$ cat config.mk
export PLATFORM = sky130hd
export DESIGN_NAME = rglw_front
export DESIGN_NICKNAME = d
export VERILOG_FILES = /design/src/sv/rglw_pkg.sv /design/src/sv/rglw_front.sv
export SDC_FILE = /design/constraint.sdc
export NUM_CORES = 1
export LEC_CHECK = 0
export BUFFER_PORTS_ARGS = -buffer_cell sky130_fd_sc_hd__buf_2
export CAP_MARGIN = 20
export CORE_ASPECT_RATIO = 1.2
export CORE_MARGIN = 2
export CORE_UTILIZATION = 50
export DETAILED_ROUTE_END_ITERATION = 16
export PLACE_DENSITY_LB_ADDON = 0.3
export SETUP_SLACK_MARGIN = 0.5
export SYNTH_ARGS = -nofsm -noshare
export SYNTH_HDL_FRONTEND = slang
export SYNTH_SLANG_ARGS = --single-unit
$ cat constraint.sdc
create_clock -name clk -period 4.2 [get_ports clk]
set_input_delay 1.05 -clock clk [delete_from_list [all_inputs] [get_ports clk]]
set_output_delay 1.05 -clock clk [all_outputs]
set_load 0.01 [all_outputs]
$ cat src/sv/rglw_pkg.sv
package rglw_pkg;

  localparam int unsigned ID_W = 22;
  localparam int unsigned RANK_W = 4;
  localparam int unsigned STATUS_W = 2;
  localparam int unsigned TABLE_ENTRIES_DEF = 4194304;
  localparam int unsigned STEP_LIMIT_DEF = 256;
  localparam int unsigned QUEUE_DEPTH = 2;

  localparam logic [ID_W-1:0] ROOT_ID = ID_W'(1);
  localparam logic [ID_W-1:0] NO_PARENT = ID_W'(0);
  localparam logic [RANK_W-1:0] NO_RANK = RANK_W'(0);

  typedef logic [ID_W-1:0] id_t;
  typedef logic [RANK_W-1:0] rank_t;

  typedef enum logic {
    CMD_WRITE = 1'b0,
    CMD_QUERY = 1'b1
  } cmd_t;

  typedef enum logic [STATUS_W-1:0] {
    ST_OK        = 2'd0,
    ST_NO_PARENT = 2'd1,
    ST_TIMEOUT   = 2'd2
  } status_t;

  typedef enum logic [1:0] {
    BK_IDLE,
    BK_CHECK,
    BK_STEP
  } bk_state_t;

  typedef struct packed {
    id_t   parent;
    rank_t rank;
  } entry_t;

  typedef struct packed {
    cmd_t  cmd;
    logic  wr_ok;
    id_t   node_a;
    id_t   node_b;
    id_t   parent;
    rank_t rank;
  } item_t;

  typedef struct packed {
    logic  we;
    id_t   waddr;
    entry_t wdata;
  } tbl_wr_t;

  function automatic logic in_table(input id_t id, input int unsigned entries);
    in_table = (32'(id) < entries);
  endfunction

endpackage

$ cat src/sv/rglw_front.sv
module rglw_front #(
  parameter int unsigned TABLE_ENTRIES = rglw_pkg::TABLE_ENTRIES_DEF
) (
  input  logic             clk,
  input  logic             rst_n,
  input  logic             in_valid,
  output logic             in_ready,
  input  rglw_pkg::item_t  in_item,
  output logic             q_valid,
  input  logic             q_pop,
  output rglw_pkg::item_t  q_item
);

  localparam int unsigned PTR_W = $clog2(rglw_pkg::QUEUE_DEPTH);
  localparam int unsigned CNT_W = $clog2(rglw_pkg::QUEUE_DEPTH + 1);

  rglw_pkg::item_t slot_r [rglw_pkg::QUEUE_DEPTH];
  logic [PTR_W-1:0] wr_ptr_r, wr_ptr_nxt;
  logic [PTR_W-1:0] rd_ptr_r, rd_ptr_nxt;
  logic [CNT_W-1:0] cnt_r, cnt_nxt;
  rglw_pkg::item_t  classified;
  logic             push;
  logic             pop;

  always_comb begin
    classified = in_item;
    classified.wr_ok = (in_item.cmd == rglw_pkg::CMD_WRITE) &&
                       rglw_pkg::in_table(in_item.node_a, TABLE_ENTRIES);
  end

  assign in_ready = (cnt_r != CNT_W'(rglw_pkg::QUEUE_DEPTH));
  assign push = in_valid && in_ready;
  assign q_valid = (cnt_r != '0);
  assign pop = q_pop && q_valid;
  assign q_item = slot_r[rd_ptr_r];

  always_comb begin
    wr_ptr_nxt = push ? PTR_W'(wr_ptr_r + 1'b1) : wr_ptr_r;
    rd_ptr_nxt = pop ? PTR_W'(rd_ptr_r + 1'b1) : rd_ptr_r;
    cnt_nxt = cnt_r;
    if (push && !pop) begin
      cnt_nxt = CNT_W'(cnt_r + 1'b1);
    end else if (pop && !push) begin
      cnt_nxt = CNT_W'(cnt_r - 1'b1);
    end
  end

  always_ff @(posedge clk) begin
    if (!rst_n) begin
      wr_ptr_r <= '0;
      rd_ptr_r <= '0;
      cnt_r <= '0;
    end else begin
      wr_ptr_r <= wr_ptr_nxt;
      rd_ptr_r <= rd_ptr_nxt;
      cnt_r <= cnt_nxt;
    end
  end

  always_ff @(posedge clk) begin
    if (push) begin
      slot_r[wr_ptr_r] <= classified;
    end
  end

endmodule

==> flow_metrics.env <==
export IMPL_status="complete, no violations"
export IMPL_drt_total_wl_mm=9.25
export IMPL_fin_tns_setup_ns=0
export IMPL_yosys_warnings=0
export IMPL_crit_fanout=72
export IMPL_drive_above_1_share_pct=59.6
export IMPL_clkPwrFrac_pct=33.6
export IMPL_grt_pass1_wl_mm=13.9
export IMPL_syn2layout_area_growth_pct=26.8
export IMPL_slowest_stage="dfxtp_4"
export IMPL_final_cells=550
export IMPL_critPathKind="reg2out"
export IMPL_combPwrFrac_pct=19.9
export IMPL_irDropWorstVdd_mv=0.515
export IMPL_clkSlewWorstSetupHoldPaths_ns=0.06
export IMPL_antenna_found_initial=0
export IMPL_cts_htree_levels=4
export IMPL_whs_path_depth=2
export IMPL_num_fill_cells=774
export IMPL_finalCritPeriodShare_pct=72.3
export IMPL_synth_area_leaders="edfxtp_1 80%, mux2_2 15%, dfxtp_1 1.8%, and2_1 0.46%, buf_2 0.46%"
export IMPL_r2r_start="cnt_r[0]"
export IMPL_synthCells=249
export IMPL_diodes=0
export IMPL_die_area_sq_um=11700
export IMPL_synth_top_area_share_pct=79.6
export IMPL_clock_path_buffers=2
export IMPL_start_util_pct=51.4
export IMPL_p_switching_mw=1.08
export IMPL_multiInputGateArea_sq_um=955
export IMPL_finalClockSkew_ns=0.00539
export IMPL_synth_seq_cells=149
export IMPL_sequentialPowerShare_pct=46.5
export IMPL_cts_resized_gates=0
export IMPL_first_pass_iters=4
export IMPL_hold_class="reg2reg"
export IMPL_clock_sinks=149
export IMPL_p_leak_nw=2.58
export IMPL_setup_violations=0
export IMPL_drv_cap=0
export IMPL_min_from="rd_ptr_r"
export IMPL_r2r_slack_ns=2.24
export IMPL_setup_worst_path_start_class="flop"
export IMPL_crit_chain="mux2_2 > buf_2"
export IMPL_clock_latency_ns=0.40
export IMPL_final_hold_viol_count=0
export IMPL_grt_pass1_vias=2901
export IMPL_design_core_area_sq_um=10600
export IMPL_grt_start_max_net_pins=73
export IMPL_place_gp_congestion=0.678
export IMPL_crit_required_ns=3.15
export IMPL_internal_power_mw=3.24
export IMPL_viasPerCell=5.00
export IMPL_fin_crit_ns=3.04
export IMPL_syn_nets=326
export IMPL_cts_tree="done"
export IMPL_die_y_um=118
export IMPL_synth_main_ff_cell="edfxtp_1"
export IMPL_netlist_cell_type_count=20
export IMPL_cellPowerDensity_nw_per_um2=626
export IMPL_arrival_ns=1.99
export IMPL_top_level_ports=150
export IMPL_overflow=0
export IMPL_maxSlewHeadroom_pct=31.1
export IMPL_dp_cells=519
export IMPL_r2r_cells=4
export IMPL_drt_iter0_drc=108
export IMPL_final_nets=486
export IMPL_synth_edf_count=144
export IMPL_routedWlPerCell_um=16.8
export IMPL_antenna_left=0
export IMPL_p_sw_share_pct=24.9
export IMPL_postCtsHoldBufs=0
export IMPL_cts_buffers=17
export IMPL_rsz0062_at_grt="no"
export IMPL_fmax_ghz=0.329
export IMPL_netlist_area_sq_um=5430
export IMPL_cts_setup_buffers=0
export IMPL_die_width_um=99.1
export IMPL_avgSynthCellArea_sq_um=21.8
export IMPL_total_power_mw=4.31
export IMPL_drc=0
export IMPL_grt_use_total_pct=15.9
export IMPL_max_slew_worst_pin_slew_ns=1.03
export IMPL_netlist_top_cell_by_area="edfxtp_1"
export IMPL_regArea_sq_um=4430
export IMPL_clock_root_buffer="clkbuf_16"
export IMPL_hold_ws_ns=0.580
export IMPL_critical_path_max_stage_delay_ns=0.97
export IMPL_r2r_end="slot_r[0][63]"
export IMPL_end_kind="primary output"
export IMPL_rows=41
export IMPL_via_count=2750
export IMPL_hpwl_mm=5.80
export IMPL_ys_seq_area_share_pct=81.5
export IMPL_ys_async_sr_fraction_pct=0
export IMPL_slew_viol_final=0
export IMPL_portBuffers=148
==> worst max-delay path, delay by kind of cell, from the launching register on <==
| kind | cells | cell delay [ns] |
|---|---|---|
| DFF | 1 | 0.97 |
| muxes | 1 | 0.43 |
| buffers and inverters | 1 | 0.14 |
==> per-stage QoR <==
stage                     worst slack (ns)  area, sq um  utilization, %
after floorplan                      0.977         5430               -
after global placement                1.57         6310            59.7
after detailed placement              1.56         6310            59.7
after CTS                             1.12         6880            65.1
after global routing                  1.05         6880            65.1
final                                 1.16         6880            65.1
==> layer usage <==
layer  up-vias  GRT usage [%]  part of all wire [%]
met1      1342           16.4                    38
met3        16           5.38                   5.9
met4         0           8.56                   2.3
li1       1305              -                     -
met2        87           28.0                    54
met5         -              0                     0
==> power by group through the flow <==
stage	logic (mW)	registers, mW	clock network (mW)
4_1_cts	0.874	2.01	1.48
5_1_grt	0.920	2.03	1.53
2_1_floorplan	0.630	1.93	0
3_3_place_gp	0.855	2.03	0
3_5_place_dp	0.869	2.04	0
6_report	0.858	2.00	1.45
==> worst max-delay path by stage <==
stage / endpoint / slack [ns] / depth (start not counted)
final: q_item[28] / 1.16 / 2
after global routing: q_item[28] / 1.05 / 2
after detailed placement: q_item[28] / 1.56 / 2
after CTS: q_item[28] / 1.12 / 2
after floorplan: slot_r[1][0] / 0.98 / 1
after global placement: q_item[56] / 1.57 / 2
==> layout make-up <==
cell class                 count  area share [%]
multi-input combinational     90            13.9
clock inverter                11            1.96
sequential                   149            64.3
clock buffer                  20            6.34
tap                          129            2.34
inverter                       2           0.109
timing repair buffer         149            11.1
==> Yosys cell counts, drive strengths merged (2+ instances only) <==
library cell  instances
a21boi                2
and2                  4
buf                   8
dfxtp                 5
edfxtp              144
inv                   2
mux2                 72
o21ai                 2
xnor2                 2
==> registers in the layout (all words and copies together), names as in the netlist, named ones only <==
| name | cells |
|---|---|
| cnt_r | 2 |
| rd_ptr_r | 1 |
| wr_ptr_r | 1 |
| slot_r | 144 |
==> cell usage in the layout (no fill, tap or decap), drive strengths merged <==
cell        n
buf       149
edfxtp    144
mux2       72
clkbuf     20
clkinv      7
dfxtp       5
and2        4
bufinv      3
xnor2       2
o21ai       2
inv         2
a21boi      2
nand2b      1
or2         1
and3        1
nand3b      1
a21bo       1
xor2        1
or3         1
ha          1
clkinvlp    1
==> cell families (layout without fill, tap and decap cells) <==
kind of cell | after synthesis | count (layout) | synth area share (%)
buffers and inverters | 10 | 182 | 1.01
flip-flops | 149 | 149 | 81.5
XOR/XNOR | 3 | 3 | 0.484
AND/OR/NAND/NOR | 9 | 9 | 1.20
multiplexers | 72 | 72 | 14.9
AO/OA/AOI/OAI | 5 | 5 | 0.645
adder cells (fa/ha/maj) | 1 | 1 | 0.230
No activity file was read; power rests on OpenSTA's default activity.
